`src/rtl/ipwc_pkg.sv`:
```
package ipwc_pkg;

    // Storage and arithmetic limits
    localparam int unsigned MAX_PULSES  = 512;
    localparam int unsigned CNT_W       = 10;
    localparam int unsigned IDX_W       = 9;
    localparam int unsigned TIME_W      = 32;
    localparam int unsigned UNIT_W      = 8;
    localparam int unsigned BYTES_W     = 11;
    localparam int unsigned WIN_W       = 16;
    localparam int unsigned TMO_W       = 23;
    localparam int unsigned LIMIT_W     = 33;
    localparam int unsigned WIDTH_W     = 16;
    localparam int unsigned CAUSE_W     = 3;
    localparam int unsigned CFG_IDX_W   = 2;
    localparam int unsigned US_PER_MS   = 1000;

    // Command codes on the input tuser
    localparam logic [1:0] CMD_ARM  = 2'd0;
    localparam logic [1:0] CMD_EDGE = 2'd1;
    localparam logic [1:0] CMD_TICK = 2'd2;

    // Configuration register indexes
    localparam logic [CFG_IDX_W-1:0] REG_TIME_UNIT = 2'd0;
    localparam logic [CFG_IDX_W-1:0] REG_BUF_BYTES = 2'd1;
    localparam logic [CFG_IDX_W-1:0] REG_WINDOW    = 2'd2;
    localparam logic [CFG_IDX_W-1:0] REG_START_TMO = 2'd3;

    // End causes
    localparam logic [CAUSE_W-1:0] CAUSE_NONE     = 3'd0;
    localparam logic [CAUSE_W-1:0] CAUSE_FIRST_HI = 3'd1;
    localparam logic [CAUSE_W-1:0] CAUSE_BUF_FULL = 3'd2;
    localparam logic [CAUSE_W-1:0] CAUSE_WINDOW   = 3'd3;
    localparam logic [CAUSE_W-1:0] CAUSE_START_TO = 3'd4;

    // Sequencer states
    typedef enum logic [2:0] {
        S_IDLE,
        S_DIV,
        S_LIMIT,
        S_CHECK,
        S_RESULT
    } t_state;

    // Request to the serial divider
    typedef struct packed {
        logic                start;
        logic [TIME_W-1:0]   dividend;
        logic [UNIT_W-1:0]   divisor;
    } t_div_req;

    // Status from the serial divider
    typedef struct packed {
        logic                done;
        logic [TIME_W-1:0]   quot;
    } t_div_rsp;

endpackage

```
`src/rtl/ipwc_div.sv`:
```
module ipwc_div (
    input  logic              i_clk,
    input  logic              i_rst_n,
    input  ipwc_pkg::t_div_req i_req,
    output ipwc_pkg::t_div_rsp o_rsp
);
    import ipwc_pkg::*;

    localparam int unsigned STEP_W = $clog2(TIME_W);

    logic                r_busy;
    logic                r_done;
    logic [STEP_W-1:0]   r_step;
    logic [TIME_W-1:0]   r_quot;
    logic [UNIT_W-1:0]   r_rem;
    logic [UNIT_W-1:0]   r_div;
    logic [UNIT_W:0]     w_trial;
    logic                w_fit;

    // Shift in the next dividend bit and try a subtract
    assign w_trial = {r_rem, r_quot[TIME_W-1]};
    assign w_fit   = (w_trial >= {1'b0, r_div});

    // Control: one quotient bit per cycle
    always_ff @(posedge i_clk) begin
        if (!i_rst_n) begin
            r_busy <= 1'b0;
            r_done <= 1'b0;
            r_step <= '0;
        end else begin
            r_done <= 1'b0;
            if (i_req.start) begin
                r_busy <= 1'b1;
                r_step <= '0;
            end else if (r_busy) begin
                r_step <= r_step + 1'b1;
                if (r_step == STEP_W'(TIME_W - 1)) begin
                    r_busy <= 1'b0;
                    r_done <= 1'b1;
                end
            end
        end
    end

    // Datapath: restoring division, quotient shifts into the dividend register
    always_ff @(posedge i_clk) begin
        if (i_req.start) begin
            r_quot <= i_req.dividend;
            r_rem  <= '0;
            r_div  <= i_req.divisor;
        end else if (r_busy) begin
            r_quot <= {r_quot[TIME_W-2:0], w_fit};
            r_rem  <= w_fit ? UNIT_W'(w_trial - {1'b0, r_div}) : w_trial[UNIT_W-1:0];
        end
    end

    assign o_rsp.done = r_done;
    assign o_rsp.quot = r_quot;

endmodule

```
`src/rtl/ir_pulse_width_capture.sv`:
```
// Arm, first edge and ignored items: the result is valid in the cycle after acceptance.
// Later edges: the result waits for the bit-serial 32-by-8 divider.
// Time ticks: limit multiply, compare, then result.
// One transaction at a time: the next input is taken only once the result leaves.
// Reset (synchronous, active low): idle, no capture, registers at defaults.
module ir_pulse_width_capture (
    input  logic                          i_clk,
    input  logic                          i_rst_n,
    // configuration write port
    input  logic                          i_cfg_we,
    input  logic [ipwc_pkg::CFG_IDX_W-1:0] i_cfg_idx,
    input  logic [ipwc_pkg::TMO_W-1:0]    i_cfg_data,
    // input stream
    input  logic                          s_axis_tvalid,
    output logic                          s_axis_tready,
    input  logic [39:0]                   s_axis_tdata,  // line_level[0], now_us[32:1]
    input  logic [1:0]                    s_axis_tuser,  // cmd[1:0]
    // result stream
    output logic                          m_axis_tvalid,
    input  logic                          m_axis_tready,
    output logic [47:0]                   m_axis_tdata   // capturing[0], pulse_valid[1],
                                                         // pulse_index[10:2],
                                                         // pulse_width[26:11],
                                                         // done_res[27],
                                                         // pulse_count[37:28],
                                                         // end_cause[40:38]
);
    import ipwc_pkg::*;

    t_state r_state, n_state;

    // Configuration registers
    logic [UNIT_W-1:0]  r_time_unit;
    logic [BYTES_W-1:0] r_buf_bytes;
    logic [WIN_W-1:0]   r_window;
    logic [TMO_W-1:0]   r_start_tmo;

    // Capture state
    logic               r_active;
    logic [CNT_W-1:0]   r_count;
    logic [TIME_W-1:0]  r_last;
    logic [TIME_W-1:0]  r_arm;
    logic [TIME_W-1:0]  r_first;

    // Working registers
    logic [TIME_W-1:0]  r_elapsed;
    logic [LIMIT_W-1:0] r_limit;

    // Result register
    logic               r_res_capt;
    logic               r_res_pvalid;
    logic [IDX_W-1:0]   r_res_index;
    logic [WIDTH_W-1:0] r_res_width;
    logic               r_res_done;
    logic [CNT_W-1:0]   r_res_count;
    logic [CAUSE_W-1:0] r_res_cause;

    logic               w_in_acc;
    logic               w_out_acc;
    logic [1:0]         w_cmd;
    logic               w_level;
    logic [TIME_W-1:0]  w_now;
    logic               w_div_path;
    logic               w_tick_path;
    logic [BYTES_W-1:0] w_bytes;
    logic [CNT_W-1:0]   w_half;
    logic [CNT_W-1:0]   w_lvl_limit;
    logic [TMO_W-1:0]   w_lim_ms;
    logic [WIDTH_W-1:0] w_sat;
    logic               w_fire;
    t_div_req           w_div_req;
    t_div_rsp           w_div_rsp;

    assign w_cmd   = s_axis_tuser;
    assign w_level = s_axis_tdata[0];
    assign w_now   = s_axis_tdata[TIME_W:1];

    assign s_axis_tready = (r_state == S_IDLE);
    assign m_axis_tvalid = (r_state == S_RESULT);
    assign w_in_acc      = s_axis_tvalid && s_axis_tready;
    assign w_out_acc     = m_axis_tvalid && m_axis_tready;

    // Classify the incoming transaction
    assign w_div_path  = (w_cmd == CMD_EDGE) && r_active && (r_count != '0);
    assign w_tick_path = (w_cmd == CMD_TICK) && r_active;

    // Level budget: half the byte budget, at least one, capped at the store size
    assign w_bytes     = (r_buf_bytes < BYTES_W'(2)) ? BYTES_W'(2) : r_buf_bytes;
    assign w_half      = w_bytes[BYTES_W-1:1];
    assign w_lvl_limit = (w_half > CNT_W'(MAX_PULSES)) ? CNT_W'(MAX_PULSES) : w_half;

    // Pick the millisecond limit for the tick check
    assign w_lim_ms = (r_count == '0) ? r_start_tmo : TMO_W'(r_window);

    // Saturate the quotient to the width field
    assign w_sat = (|w_div_rsp.quot[TIME_W-1:WIDTH_W]) ? {WIDTH_W{1'b1}}
                                                       : w_div_rsp.quot[WIDTH_W-1:0];

    // Tick check: strict for the start timeout, inclusive for the window
    assign w_fire = (r_count == '0) ? ({1'b0, r_elapsed} > r_limit)
                                    : ({1'b0, r_elapsed} >= r_limit);

    // Kick the divider with the time since the last edge
    assign w_div_req.start    = w_in_acc && w_div_path;
    assign w_div_req.dividend = w_now - r_last;
    assign w_div_req.divisor  = (r_time_unit == '0) ? UNIT_W'(1) : r_time_unit;

    ipwc_div u_div (
        .i_clk   (i_clk),
        .i_rst_n (i_rst_n),
        .i_req   (w_div_req),
        .o_rsp   (w_div_rsp)
    );

    // State register
    always_ff @(posedge i_clk) begin
        if (!i_rst_n) begin
            r_state <= S_IDLE;
        end else begin
            r_state <= n_state;
        end
    end

    // Next state
    always_comb begin
        n_state = r_state;
        unique case (r_state)
            S_IDLE: begin
                if (w_in_acc) begin
                    priority if (w_div_path) begin
                        n_state = S_DIV;
                    end else if (w_tick_path) begin
                        n_state = S_LIMIT;
                    end else begin
                        n_state = S_RESULT;
                    end
                end
            end
            S_DIV: begin
                if (w_div_rsp.done) begin
                    n_state = S_RESULT;
                end
            end
            S_LIMIT: begin
                n_state = S_CHECK;
            end
            S_CHECK: begin
                n_state = S_RESULT;
            end
            S_RESULT: begin
                if (w_out_acc) begin
                    n_state = S_IDLE;
                end
            end
            default: begin
                n_state = S_IDLE;
            end
        endcase
    end

    // Configuration writes
    always_ff @(posedge i_clk) begin
        if (!i_rst_n) begin
            r_time_unit <= UNIT_W'(1);
            r_buf_bytes <= BYTES_W'(1024);
            r_window    <= WIN_W'(200);
            r_start_tmo <= TMO_W'(1000);
        end else if (i_cfg_we) begin
            unique case (i_cfg_idx)
                REG_TIME_UNIT: r_time_unit <= i_cfg_data[UNIT_W-1:0];
                REG_BUF_BYTES: r_buf_bytes <= i_cfg_data[BYTES_W-1:0];
                REG_WINDOW:    r_window    <= i_cfg_data[WIN_W-1:0];
                REG_START_TMO: r_start_tmo <= i_cfg_data;
                default: ;
            endcase
        end
    end

    // Capture state updates
    always_ff @(posedge i_clk) begin
        if (!i_rst_n) begin
            r_active <= 1'b0;
            r_count  <= '0;
            r_last   <= '0;
            r_arm    <= '0;
            r_first  <= '0;
        end else begin
            unique case (r_state)
                S_IDLE: begin
                    if (w_in_acc) begin
                        priority if (w_cmd == CMD_ARM) begin
                            // arm or restart
                            r_active <= 1'b1;
                            r_count  <= '0;
                            r_last   <= '0;
                            r_first  <= '0;
                            r_arm    <= w_now;
                        end else if ((w_cmd == CMD_EDGE) && r_active && (r_count == '0)) begin
                            // first edge must leave the line low
                            if (w_level) begin
                                r_active <= 1'b0;
                            end else begin
                                r_first <= w_now;
                                r_last  <= w_now;
                                r_count <= CNT_W'(1);
                            end
                        end else if (w_div_path) begin
                            r_last <= w_now;
                        end else begin
                        end
                    end
                end
                S_DIV: begin
                    if (w_div_rsp.done) begin
                        r_count <= r_count + 1'b1;
                        if (r_count >= w_lvl_limit) begin
                            r_active <= 1'b0;
                        end
                    end
                end
                S_CHECK: begin
                    if (w_fire) begin
                        r_active <= 1'b0;
                    end
                end
                default: ;
            endcase
        end
    end

    // Tick working registers
    always_ff @(posedge i_clk) begin
        if ((r_state == S_IDLE) && w_in_acc) begin
            r_elapsed <= w_now - ((r_count == '0) ? r_arm : r_first);
        end
        if (r_state == S_LIMIT) begin
            r_limit <= LIMIT_W'(w_lim_ms) * LIMIT_W'(US_PER_MS);
        end
    end

    // Result register
    always_ff @(posedge i_clk) begin
        unique case (r_state)
            S_IDLE: begin
                if (w_in_acc) begin
                    r_res_capt   <= r_active;
                    r_res_pvalid <= 1'b0;
                    r_res_index  <= '0;
                    r_res_width  <= '0;
                    r_res_done   <= 1'b0;
                    r_res_count  <= '0;
                    r_res_cause  <= CAUSE_NONE;
                    priority if (w_cmd == CMD_ARM) begin
                        r_res_capt <= 1'b1;
                    end else if ((w_cmd == CMD_EDGE) && r_active && (r_count == '0)
                                 && w_level) begin
                        r_res_capt  <= 1'b0;
                        r_res_done  <= 1'b1;
                        r_res_cause <= CAUSE_FIRST_HI;
                    end else begin
                    end
                end
            end
            S_DIV: begin
                if (w_div_rsp.done) begin
                    r_res_pvalid <= 1'b1;
                    r_res_index  <= IDX_W'(r_count - 1'b1);
                    r_res_width  <= w_sat;
                    if (r_count >= w_lvl_limit) begin
                        r_res_capt  <= 1'b0;
                        r_res_done  <= 1'b1;
                        r_res_count <= r_count;
                        r_res_cause <= CAUSE_BUF_FULL;
                    end else begin
                        r_res_capt <= 1'b1;
                    end
                end
            end
            S_CHECK: begin
                if (w_fire) begin
                    r_res_capt <= 1'b0;
                    r_res_done <= 1'b1;
                    if (r_count == '0) begin
                        r_res_count <= '0;
                        r_res_cause <= CAUSE_START_TO;
                    end else begin
                        r_res_count <= r_count - 1'b1;
                        r_res_cause <= CAUSE_WINDOW;
                    end
                end else begin
                    r_res_capt <= 1'b1;
                end
            end
            default: ;
        endcase
    end

    // Pack the result
    assign m_axis_tdata = {7'd0, r_res_cause, r_res_count, r_res_done, r_res_width,
                           r_res_index, r_res_pvalid, r_res_capt};

endmodule
```
`config.mk`:
```
export PLATFORM = sky130hd
export DESIGN_NAME = ir_pulse_width_capture
export DESIGN_NICKNAME = d
export VERILOG_FILES = /design/src/rtl/ipwc_pkg.sv /design/src/rtl/ipwc_div.sv /design/src/rtl/ir_pulse_width_capture.sv
export SDC_FILE = /design/constraint.sdc
export NUM_CORES = 1
export LEC_CHECK = 0
export ABC_AREA = 1
export CORE_UTILIZATION = 25
export CTS_CLUSTER_DIAMETER = 60
export DETAILED_ROUTE_END_ITERATION = 8
export DONT_BUFFER_PORTS = 1
export GPL_TIMING_DRIVEN = 1
export SETUP_SLACK_MARGIN = 0.15
export SYNTH_ARGS = -nofsm -noshare
export SYNTH_HDL_FRONTEND = slang
export SYNTH_SLANG_ARGS = --single-unit
```
`constraint.sdc`:
```
create_clock -name i_clk -period 17.5 [get_ports i_clk]
set_input_delay 4.375 -clock i_clk [delete_from_list [all_inputs] [get_ports i_clk]]
set_output_delay 4.375 -clock i_clk [all_outputs]
set_load 0.02 [all_outputs]
```
======== After elaboration in Yosys (flattened, before gate mapping) ========
Cells that the tools add are included.
word-level totals
  register bits after elaboration ......... 326
  input bits .............................. 72
cells by class
  add/sub/neg operators ................... 6
  $mul .................................... 1
  order comparisons ....................... 6
  equality and inequality tests ........... 20
  muxes and demuxes ....................... 76
  bitwise gates (word level) .............. 2
  reductions and logical operators ........ 36
operators by type and width
  operator                                                      number
  2-to-1 mux 32 bit                                             9
  2-to-1 mux 10 bit                                             11
  subtractor 32 bit                                             2
  2-to-1 mux 16 bit                                             3
  >= comparator 32 x 33 -> 1 bit                                1
  > comparator 32 x 33 -> 1 bit                                 1
  case mux 16 bit (2 select lines)                              1
  multiplier 23 x 7 -> 30 bit (second input constant)           1
  2-to-1 mux 3 bit                                              10
  case mux 10 bit (3 select lines)                              1
  2-to-1 mux 1 bit                                              28
  2-to-1 mux 23 bit                                             1
  case mux 10 bit (2 select lines)                              1
  2-to-1 mux 9 bit                                              2
  case mux 9 bit (2 select lines)                               1
  OR reduction 16 bit                                           1
  case mux 3 bit (5 select lines)                               1
  AND reduction 3 bit                                           4
  less-than comparator 11 x 2 -> 1 bit (second input constant)  1
  2-to-1 mux 11 bit                                             1
  adder 10 x 1 -> 10 bit (second input constant)                1
  >= comparator 10 bit                                          1
  > comparator 10 bit (second input constant)                   1
  logical NOT 10 bit                                            1
  other kinds (33)                                              62

======== Depth between registers and ports, before layout ========
Gate-level depths: netlist (run 1).
  word-level depth ........................ 8
  gate-level depth with buffers ........... 30
  depth with buffers taken out ............ 29

======== Cells and area by module ========
A second synthesis (run 1) with hierarchy kept.
unflattened totals
  cells, all modules ...................... 2816
  area, all modules ....................... 22142.5 µm²
modules (own cells, without submodules)
  module                  instances  cells an instance  area each (µm²)  sequential area each (µm²)
  ir_pulse_width_capture  1          2490               19369.8          6436.2
  ipwc_div                1          326                2772.7           1501.4

======== Worst setup path before layout (run 1) ========
OpenSTA, ideal clock, no wires.
  path type ............................... input port to flip-flop
  from .................................... input port s_axis_tvalid
  to ...................................... register u_div.r_quot[0] (enable)
  library setup time ...................... 391 ps
  arrival ................................. 7253 ps
  slack ................................... 9856 ps
  stages on the path ...................... 6
  path buffers ............................ 0
  cell sequence ........................... inv_1 -> nor2_1 -> inv_1 -> nor2_2 -> inv_2 -> nand2_1
on the way
  longest elaborated chain between the ends .. 3
RTL lines
  item                          RTL line                       text
  start: declaration            ir_pulse_width_capture.sv:14   input logic s_axis_tvalid,
  logical AND 1 bit             ir_pulse_width_capture.sv:80   assign w_in_acc = s_axis_tvalid && s_axis_tready;
  logical AND 1 bit             ir_pulse_width_capture.sv:104  assign w_div_req.start = w_in_acc && w_div_path;
  nonzero test 2 bit (no line)  -
  end signal: assignment        ipwc_div.sv:48                 r_quot <= i_req.dividend;
  end signal: assignment        ipwc_div.sv:52                 r_quot <= {r_quot[TIME_W-2:0], w_fit};
  end: declaration              ipwc_div.sv:14                 logic [TIME_W-1:0] r_quot;
Every way passes these cells.
A chain may end at the register's enable or synchronous reset.

======== Worst setup path in the final report (run 1) ========
  from .................................... register r_count[0]
  to ...................................... register r_limit[30], data pin
on the way
  longest elaborated chain between the ends .. 3
RTL lines
  item                         RTL line                       text
  start: declaration           ir_pulse_width_capture.sv:40   logic [CNT_W-1:0] r_count;
  start signal: assignment     ir_pulse_width_capture.sv:215  r_count <= r_count + 1'b1;
  logical NOT 10 bit           ir_pulse_width_capture.sv:93   assign w_lim_ms = (r_count == '0) ? r_start_tmo : TMO_W'(r_window);
  2-to-1 mux 23 bit            ir_pulse_width_capture.sv:93
  multiplier 23 x 7 -> 30 bit  ir_pulse_width_capture.sv:237  r_limit <= LIMIT_W'(w_lim_ms) * LIMIT_W'(US_PER_MS);
  end signal: assignment       ir_pulse_width_capture.sv:237
  end: declaration             ir_pulse_width_capture.sv:47   logic [LIMIT_W-1:0] r_limit;
Every way passes these cells.

==> results of run 1 <==
-- sequential cells by signal, indices dropped and copies added, names as in the netlist, 5 cells and up --
name	flops
r_arm	32
r_buf_bytes	10
r_count	10
r_elapsed	32
r_first	32
r_last	32
r_limit	30
r_res_count	10
r_res_index	9
r_res_width	16
r_start_tmo	23
r_time_unit	8
r_window	16
u_div.r_div	8
u_div.r_quot	32
u_div.r_rem	8
u_div.r_step	5
-- layer usage --
| layer | up-vias | GRT usage, % |
|---|---|---|
| met2 | 390 | 21.3 |
| met5 | - | 0 |
| met1 | 8387 | 17.4 |
| met3 | 82 | 2.32 |
| met4 | 0 | 3.25 |
| li1 | 9066 | - |
-- layout make-up --
| class | count | area (um2) |
|---|---|---|
| Fill cell | 9374 | 62300 |
| Multi-Input combinational cell | 1926 | 11800 |
| Sequential cell | 325 | 7940 |
| Inverter | 460 | 1730 |
| Tap cell | 1155 | 1450 |
| Clock buffer | 53 | 1150 |
| Clock inverter | 24 | 243 |
| Timing Repair Buffer | 12 | 90.1 |
-- cell families after synthesis --
logic type	after synthesis	share of synthesized area, %
AOI/OAI and AO/OA	621	15.4
adders and majority gates	241	16.2
DFF	325	36.3
other	1	0.0171
xor gates and xnor gates	101	4.04
and+or+nand+nor	956	18.1
buffers and inverters	551	9.93
-- final timing paths --
| check | end | slack, ns |
|---|---|---|
| setup / recovery | r_limit[30] | 10.77 |
| setup reg to reg | r_limit[30] | 10.77 |
| hold / removal | u_div.r_div[3] | 0.43 |
| hold reg to reg | u_div.r_div[3] | 0.43 |
-- where the power goes --
group          switching (uW)  internal [uW]
clock                     358            519
combinational             976            601
sequential               28.9            928
total                    1360           2050
-- Yosys cell counts, drive strengths merged (2+ instances only) --
cell	n	area, um2
nand2	491	1870
inv	456	1720
o21ai	294	1510
nor2	275	1060
a21oi	240	1210
dfxtp	182	3640
ha	170	2130
edfxtp	143	4290
nand3	107	553
xor2	73	639
fa	71	1420
clkbuf	63	236
nor3	34	170
buf	28	203
xnor2	28	245
nand4	18	113
a21boi	16	120
o21bai	15	113
or2	15	93.8
a21o	14	105
o211ai	10	75.1
a31oi	9	56.3
nor4	9	56.3
o21a	9	67.6
o22ai	8	50.1
clkinv	4	15.0
nand3b	4	30.0
a211oi	2	15.0
and2	2	12.5
-- metrics by stage --
step,cells,setup WS [ns]
CTS,3955,10.69
floorplan,2802,9.86
global route,3955,10.23
detailed placement,3878,10.26
global placement,3878,10.29
finish,3955,10.77
-- critical path: stages (launching register included) --
cell	delay, ns
dfxtp_1	0.34
inv_1	0.21
ha_1	0.28
nand3_4	0.12
nor2_4	0.18
nand2_4	0.08
nor2_8	0.57
inv_4	0.28
nor2_1	0.50
inv_1	0.21
fa_1	0.55
fa_1	0.55
inv_1	0.05
fa_1	0.53
inv_1	0.05
fa_1	0.52
inv_1	0.04
ha_1	0.35
nand2_1	0.12
nor4_1	0.39
nand3b_1	0.13
nand3_1	0.17
nand2_1	0.07
nand2_1	0.07
xor2_1	0.06
==> impl_metrics.toml, run 1 <==
[clocking]
numCtsBuffers = 42
cts_setup_buffers = 0
cts_root_buf = "clkbuf_16"
cts_hold_buf = 0
clock-sinks = 325
htree_num_levels = 2
clkLatencyLatePin_ns = 0.57
cts.clk_slew.worst_paths_ns = 0.06
cts.path.max_buffers = 3
cts_tree = "yes"
cts_resized = 0

[pwr]
ir_drop_mv = 0.125
power_leakage_uw = 0.0106
total_power_uw = 3410
power_density_nw_per_um2 = 140

[sta]
drv_slew = 0
finalCritPeriodShare_pct = 38.5
finalSetupViolCount = 0
clock_skew_ns = 0.0247
hold_slack_ns = 0.432
slew_headroom_pct = 22.4
fin_crit_ns = 6.73
rsz0062_at_grt = "false"
final_hold_viol_count = 0
timing_worst_slew_pin_value_ns = 1.16
max_freq_ghz = 0.149
fin_tns_setup_ns = 0

[die]
fp.dieArea_um2 = 88700
ios = 122
die_y_um = 298
core_um2 = 86800
rows = 108
start_util_pct = 25.2
die_x_um = 298

[finish]
final_common_cell = "nand2_1"
final_area_um2 = 24400
n_antenna_cell = 0
nets = 3080
area_growth_pct = 11.6
final_util_pct = 28.1
layout_common_cells = "483 x nand2_1, 448 x inv_1, 280 x o21ai_0"
drive_gt1_share_pct = 4.79

[run_status]
outcome = "finished, final reports clean"

[global_route]
track_usage_pct = 12.9
grt_pass1_vias = 16913
antenna_found_initial = 1
overflow = 0
grt_pass1_wl_mm = 92.4
grt_max_degree = 155

[route]
wirelength_mm = 58.1
drtIter0Drc = 1214
top_layer = "met4"
firstDrtPassIters = 5
met1Wirelength_mm = 27.2
via_per_inst = 4.53
postRouteAntennaNets = 0
dr_wl_met3_mm = 2.82
met2WireLength_mm = 26.8
drcViolationCount = 0
vias = 17925
wl_per_cell_um = 14.7

[placement]
dpl_cell_area_um2 = 23000
port_buffers = 0
place_congestion = 0.895
post-dp-hpwl_mm = 45.1

[setup_path]
cp-end-kind = "flip-flop"
crit_path_start_kind = "flip-flop"
worstReg2RegStart = "r_count[0]"
worstPathRequired_ns = 17.81
crit_type = "flip-flop to flip-flop"
cp-startpoint = "r_count[0]"
critPathMaxFanout = 46
r2r_cells = 24
cp.arrival_ns = 7.04

[synthesis]
synthFlopType = "dfxtp_1"
synth_area_per_cell_um2 = 7.82
synth.distinct_cells = 51
synth_edf_count = 143
synth-seq-cells = 325
async_reset_ff_share_pct = 0
seq_area_frac_synth_pct = 36.3
ys.warnings.count = 0
synth_area_um2 = 21900
syn-instance-count = 2796

[hold_path]
hp-class = "flip-flop to flip-flop"
hp-start = "r_time_unit[3]"
hold_path_depth = 0

[flow_run]
max-cap-violations = 0
(Power assumes the default switching activity.)
==> run 2: changes to the inputs <==
==> constraint.sdc (replaced) <==
create_clock -name i_clk -period 6.59 [get_ports i_clk]
set_input_delay 1.6475 -clock i_clk [delete_from_list [all_inputs] [get_ports i_clk]]
set_output_delay 1.6475 -clock i_clk [all_outputs]
set_load 0.02 [all_outputs]
==> run 2 against run 1 <==
Combinational power rose to 2.7 times the previous value. Fmax increased by 14%. Flip-flop and latch count stayed put. Register-to-register slack worse by 10 ns. Sequential power rose to 2.7 times the previous value. First-iteration DRC count increased by 2.3%. Design area increased by 0.28%. Critical path type unchanged. Non-clock buffer count grew 5. Core utilization up 0.078 points. Wire length shrank 0.72%. Worst setup slack got worse by 10 ns.
==> impl_metrics.toml, run 2 (synthesis results as in run 1) <==
[run_status]
outcome = "finished, final reports clean"

[global_route]
track_usage_pct = 12.9
antenna_found_initial = 0
overflow = 0
grt_max_degree = 155
grt_pass1_vias = 17078
grt_pass1_wl_mm = 92.1

[setup_path]
cp-end-kind = "flip-flop"
cpMaxStageDelayCell = "fa_1"
r2r_setup_slack_ns = 0.71
r2r_cells = 24
crit_chain = "inv_1, ha_1, nand3_4, nor2_4, nand2_4, nor2_8, inv_4, nor2_2, inv_1, fa_1, fa_1, inv_1, fa_1, inv_1, fa_1, inv_1, ha_1, nand2_1, nor4_1, nand3b_1, nand3_1, nand2_1, nand2_1, xor2_1"
crit_path_start_kind = "flip-flop"
path_buf_inv = 6
crit_family = "adder cells"
critPathMaxFanout = 19
worstReg2RegStart = "r_count[1]"
crit_type = "flip-flop to flip-flop"
r2r-end = "r_limit[30]"
cp-startpoint = "r_count[1]"
cp.depth = 24
crit_path_end = "r_limit[30]"
critPathMaxStageDelay_ns = 0.55
cp_common_cell = "inv_1"
cp.arrival_ns = 6.19
worstPathRequired_ns = 6.90

[sta]
hold_slack_ns = 0.430
finalCritPeriodShare_pct = 89.2
drv_slew = 0
timing_worst_slew_pin_value_ns = 1.13
slew_headroom_pct = 24.1
fin_crit_ns = 5.88
clock_skew_ns = 0.0301
rsz0062_at_grt = "false"
max_freq_ghz = 0.170
finalSetupViolCount = 0
fin_tns_setup_ns = 0
fin_ws_ns = 0.709
final_hold_viol_count = 0

[clocking]
numCtsBuffers = 43
htree_num_levels = 2
clkLatencyLatePin_ns = 0.58
cts.path.max_buffers = 3
cts_root_buf = "clkbuf_16"
cts_setup_buffers = 0
cts_tree = "yes"
clock-sinks = 325
cts.clk_slew.worst_paths_ns = 0.07

[placement]
post-dp-hpwl_mm = 45.3
place_congestion = 0.900
place_ws_ns = 0.531
port_buffers = 0

[die]
die_y_um = 298
fp.dieArea_um2 = 88700
rows = 108
start_util_pct = 25.2
core_um2 = 86800
die_x_um = 298
ios = 122

[finish]
area_growth_pct = 11.9
final_util_pct = 28.2
layout_common_cells = "483 x nand2_1, 448 x inv_1, 278 x o21ai_0"
final_common_cell = "nand2_1"
drive_gt1_share_pct = 5.27
n_antenna_cell = 0
nets = 3086

[flow_run]
max-cap-violations = 0

[route]
drcViolationCount = 0
drtIter0Drc = 1242
wirelength_mm = 57.7
firstDrtPassIters = 5
via_per_inst = 4.49
postRouteAntennaNets = 0
vias = 17811
wl_per_cell_um = 14.6

[pwr]
power_density_nw_per_um2 = 370
ir_drop_mv = 0.380
power_leakage_uw = 0.0106
total_power_uw = 9070

[hold_path]
hp-class = "flip-flop to flip-flop"
-- run 2: cell count changes in the layout (fill, tap and decap cells not counted), sizes merged --
| cell | change |
|---|---|
| clkinvlp | +6 |
| buf | +5 |
| clkinv | -4 |
| clkbuf | +3 |
| bufinv | -2 |
-- run 2: through the flow --
step                area [um2]  instances
floorplan                21900       2802
global placement         23100       3883
detailed placement       23100       3883
CTS                      24500       3963
global route             24500       3963
finish                   24500       3963
-- run 2: timing repair --
action,in CTS,in global routing
setup endpoints to repair,0,2
hold buffers,0,0
endpoints found under the hold margin,0,0
resized for setup,0,3
-- run 2: where the power goes --
group          switching (uW)  internal [uW]  total [uW]
registers                76.3           2460        2540
logic                    2600           1600        4200
clock network             973           1350        2330
total                    3650           5420        9070
-- run 2: how the worst min path moves through the flow --
stage          cells past startpoint            from  slack [ns]             end
6_report                           0  r_time_unit[7]        0.43  u_div.r_div[7]
5_1_grt                            0  r_time_unit[7]        0.44  u_div.r_div[7]
4_1_cts                            0  r_time_unit[7]        0.43  u_div.r_div[7]
3_5_place_dp                       0  r_time_unit[7]        0.41  u_div.r_div[7]
3_3_place_gp                       0  r_time_unit[7]        0.42  u_div.r_div[7]
2_1_floorplan                      2     r_window[3]        0.42     r_window[3]
-- run 2: area by class of cell --
| class | count | area, um2 |
|---|---|---|
| clock buffer | 56 | 1200 |
| multi-input combinational | 1926 | 11800 |
| clock inverter | 24 | 226 |
| sequential | 325 | 7940 |
| tap | 1155 | 1450 |
| inverter | 460 | 1730 |
| fill | 9367 | 62300 |
| timing repair buffer | 17 | 128 |
-- run 2: metal layers --
metal  track usage [%]  vias up  wire (um)  part of all wire (%)
met1              17.0     8240      26500                    46
li1                  -     9081          -                     -
met3              2.54       83       3330                   5.8
met4              3.74        0       1630                   2.8
met5                 0        -          0                     0
met2              21.1      407      26200                    45
==> run 3: changes to the inputs <==
--- a/config.mk
+++ b/config.mk
@@ -7,7 +7,6 @@
 export LEC_CHECK = 0
 export ABC_AREA = 1
 export CORE_UTILIZATION = 25
-export CTS_CLUSTER_DIAMETER = 60
 export DETAILED_ROUTE_END_ITERATION = 8
 export DONT_BUFFER_PORTS = 1
 export GPL_TIMING_DRIVEN = 1
==> constraint.sdc (replaced) <==
create_clock -name i_clk -period 5.35 [get_ports i_clk]
set_input_delay 1.3375 -clock i_clk [delete_from_list [all_inputs] [get_ports i_clk]]
set_output_delay 1.3375 -clock i_clk [all_outputs]
set_load 0.02 [all_outputs]
==> run 3 against run 2 <==
Global-route usage increased by 0.32 points. Worst setup slack got worse by 0.54 ns. Fmax is 14% higher. Wire length is 2.7% higher. Clock skew fell by 0.012 ns. Sequential power up 23%. Flip-flop and latch count unchanged. Core utilization up 1.1 points. Critical path type unchanged. Critical endpoint is now r_limit[31]. Largest cell class unchanged.
==> impl_metrics.toml, run 3 (synthesis results as in run 1) <==
[run_status]
outcome = "finished, final reports clean"

[sta]
max_freq_ghz = 0.193
clock_skew_ns = 0.0183
timing_worst_slew_pin_value_ns = 1.08
fin_crit_ns = 5.18
rsz0062_at_grt = "true"
drv_slew = 0
finalCritPeriodShare_pct = 96.8
slew_headroom_pct = 28.1
finalSetupViolCount = 0
hold_slack_ns = 0.429
final_hold_viol_count = 0

[setup_path]
cp.arrival_ns = 5.48
crit_type = "flip-flop to flip-flop"
critPathMaxStageDelay_ns = 0.52
cp_common_cell = "nand2_1"
crit_path_start_kind = "flip-flop"
path_buf_inv = 6
cpMaxStageDelayCell = "fa_1"
crit_family = "adder cells"
worstPathRequired_ns = 5.65
critPathMaxFanout = 15
cp-end-kind = "flip-flop"

[route]
drcViolationCount = 0
postRouteAntennaNets = 0
firstDrtPassIters = 5
drtIter0Drc = 1095
vias = 18309
wirelength_mm = 59.3
via_per_inst = 4.54
wl_per_cell_um = 14.7

[global_route]
busiest_layer = "met2"
use_met2_pct = 21.6
overflow = 0
grt_pass1_vias = 17441
track_usage_pct = 13.2
grt_max_degree = 155
antenna_found_initial = 0
groute.layer.met1.usage_pct = 17.6
grt_pass1_wl_mm = 94.0
met3_usage_pct = 2.59

[finish]
nets = 3162
area_growth_pct = 16.1
final_util_pct = 29.3
layout_common_cells = "472 x nand2_1, 438 x inv_1, 276 x o21ai_0"
regArea_um2 = 7940
n_antenna_cell = 0
final_common_cell = "nand2_1"
multi_input_area_um2 = 12200
fillers = 9267
drive_gt1_share_pct = 10.1
final_cells = 4033

[clocking]
cts.clk_slew.worst_paths_ns = 0.06
cts.path.max_buffers = 3
cts_root_buf = "clkbuf_16"
clkLatencyLatePin_ns = 0.56
clock-sinks = 325
cts_tree = "yes"
htree_num_levels = 2
cts_hold_buf = 0
numCtsBuffers = 39

[placement]
post-place-cells = 3955
port_buffers = 0
place_congestion = 0.903
post-dp-hpwl_mm = 46.1

[pwr]
power_leakage_uw = 0.0111
pwr-share-clk_pct = 21.3
seq_power_share_pct = 24.9
cellInternalPower_uw = 7580
power_switching_uw = 4970
ir_drop_mv = 0.713
power_density_nw_per_um2 = 494
switching_share_pct = 39.6
power.share.combinational_pct = 53.7

[die]
fp.dieArea_um2 = 88700
ios = 122
die_y_um = 298
die_x_um = 298
core_um2 = 86800
rows = 108
start_util_pct = 25.2

[hold_path]
hp-class = "flip-flop to flip-flop"

[flow_run]
max-cap-violations = 0
## run 3: what timing repair did
item                                    4_1_cts  5_1_grt
setup buffers                                 4        4
pin swaps                                    15        7
endpoints found under the setup margin       13       19
resized for setup                            47       50
## run 3: power groups by stage
stage | sequential [uW] | combinational [uW] | clock, uW
after floorplan | 3160 | 4160 | 0
after global placement | 3180 | 5940 | 0
after detailed placement | 3180 | 5960 | 0
after CTS | 3130 | 6290 | 2750
after global routing | 3140 | 7660 | 2850
final | 3130 | 6740 | 2670
## run 3: area by class of cell
type / instances / area share (%)
Clock buffer: 54 / 4.59
Clock inverter: 16 / 0.532
Inverter: 460 / 6.85
Multi-Input combinational cell: 1926 / 48.1
Sequential cell: 325 / 31.3
Tap cell: 1155 / 5.69
Timing Repair Buffer: 97 / 2.95
## run 3: worst paths after layout
check                                     from             end  slack [ns]  cells past startpoint
worst max-delay path                r_count[0]     r_limit[31]        0.17                     28
worst min-delay path            r_time_unit[7]  u_div.r_div[7]        0.43                      0
worst max register to register      r_count[0]     r_limit[31]        0.17                     28
worst min register to register  r_time_unit[7]  u_div.r_div[7]        0.43                      0
## run 3: stage by stage
stage / setup TNS, ns / total power [uW] / cell area, um2 / setup slack [ns]
2_1_floorplan: 0 / 7310 / 21900 / 0.178
3_3_place_gp: -0.0378 / 9120 / 23600 / -0.0109
3_5_place_dp: -0.155 / 9140 / 23600 / -0.0424
4_1_cts: 0 / 12200 / 25200 / 0.153
5_1_grt: -0.319 / 13600 / 25400 / -0.0847
6_report: 0 / 12500 / 25400 / 0.169
## run 3: routing by layer
metal / share of wire, % / routed length [um]
met5: 0 / 0
met1: 46 / 27300
met4: 2.5 / 1460
met2: 46 / 27000
met3: 5.8 / 3450
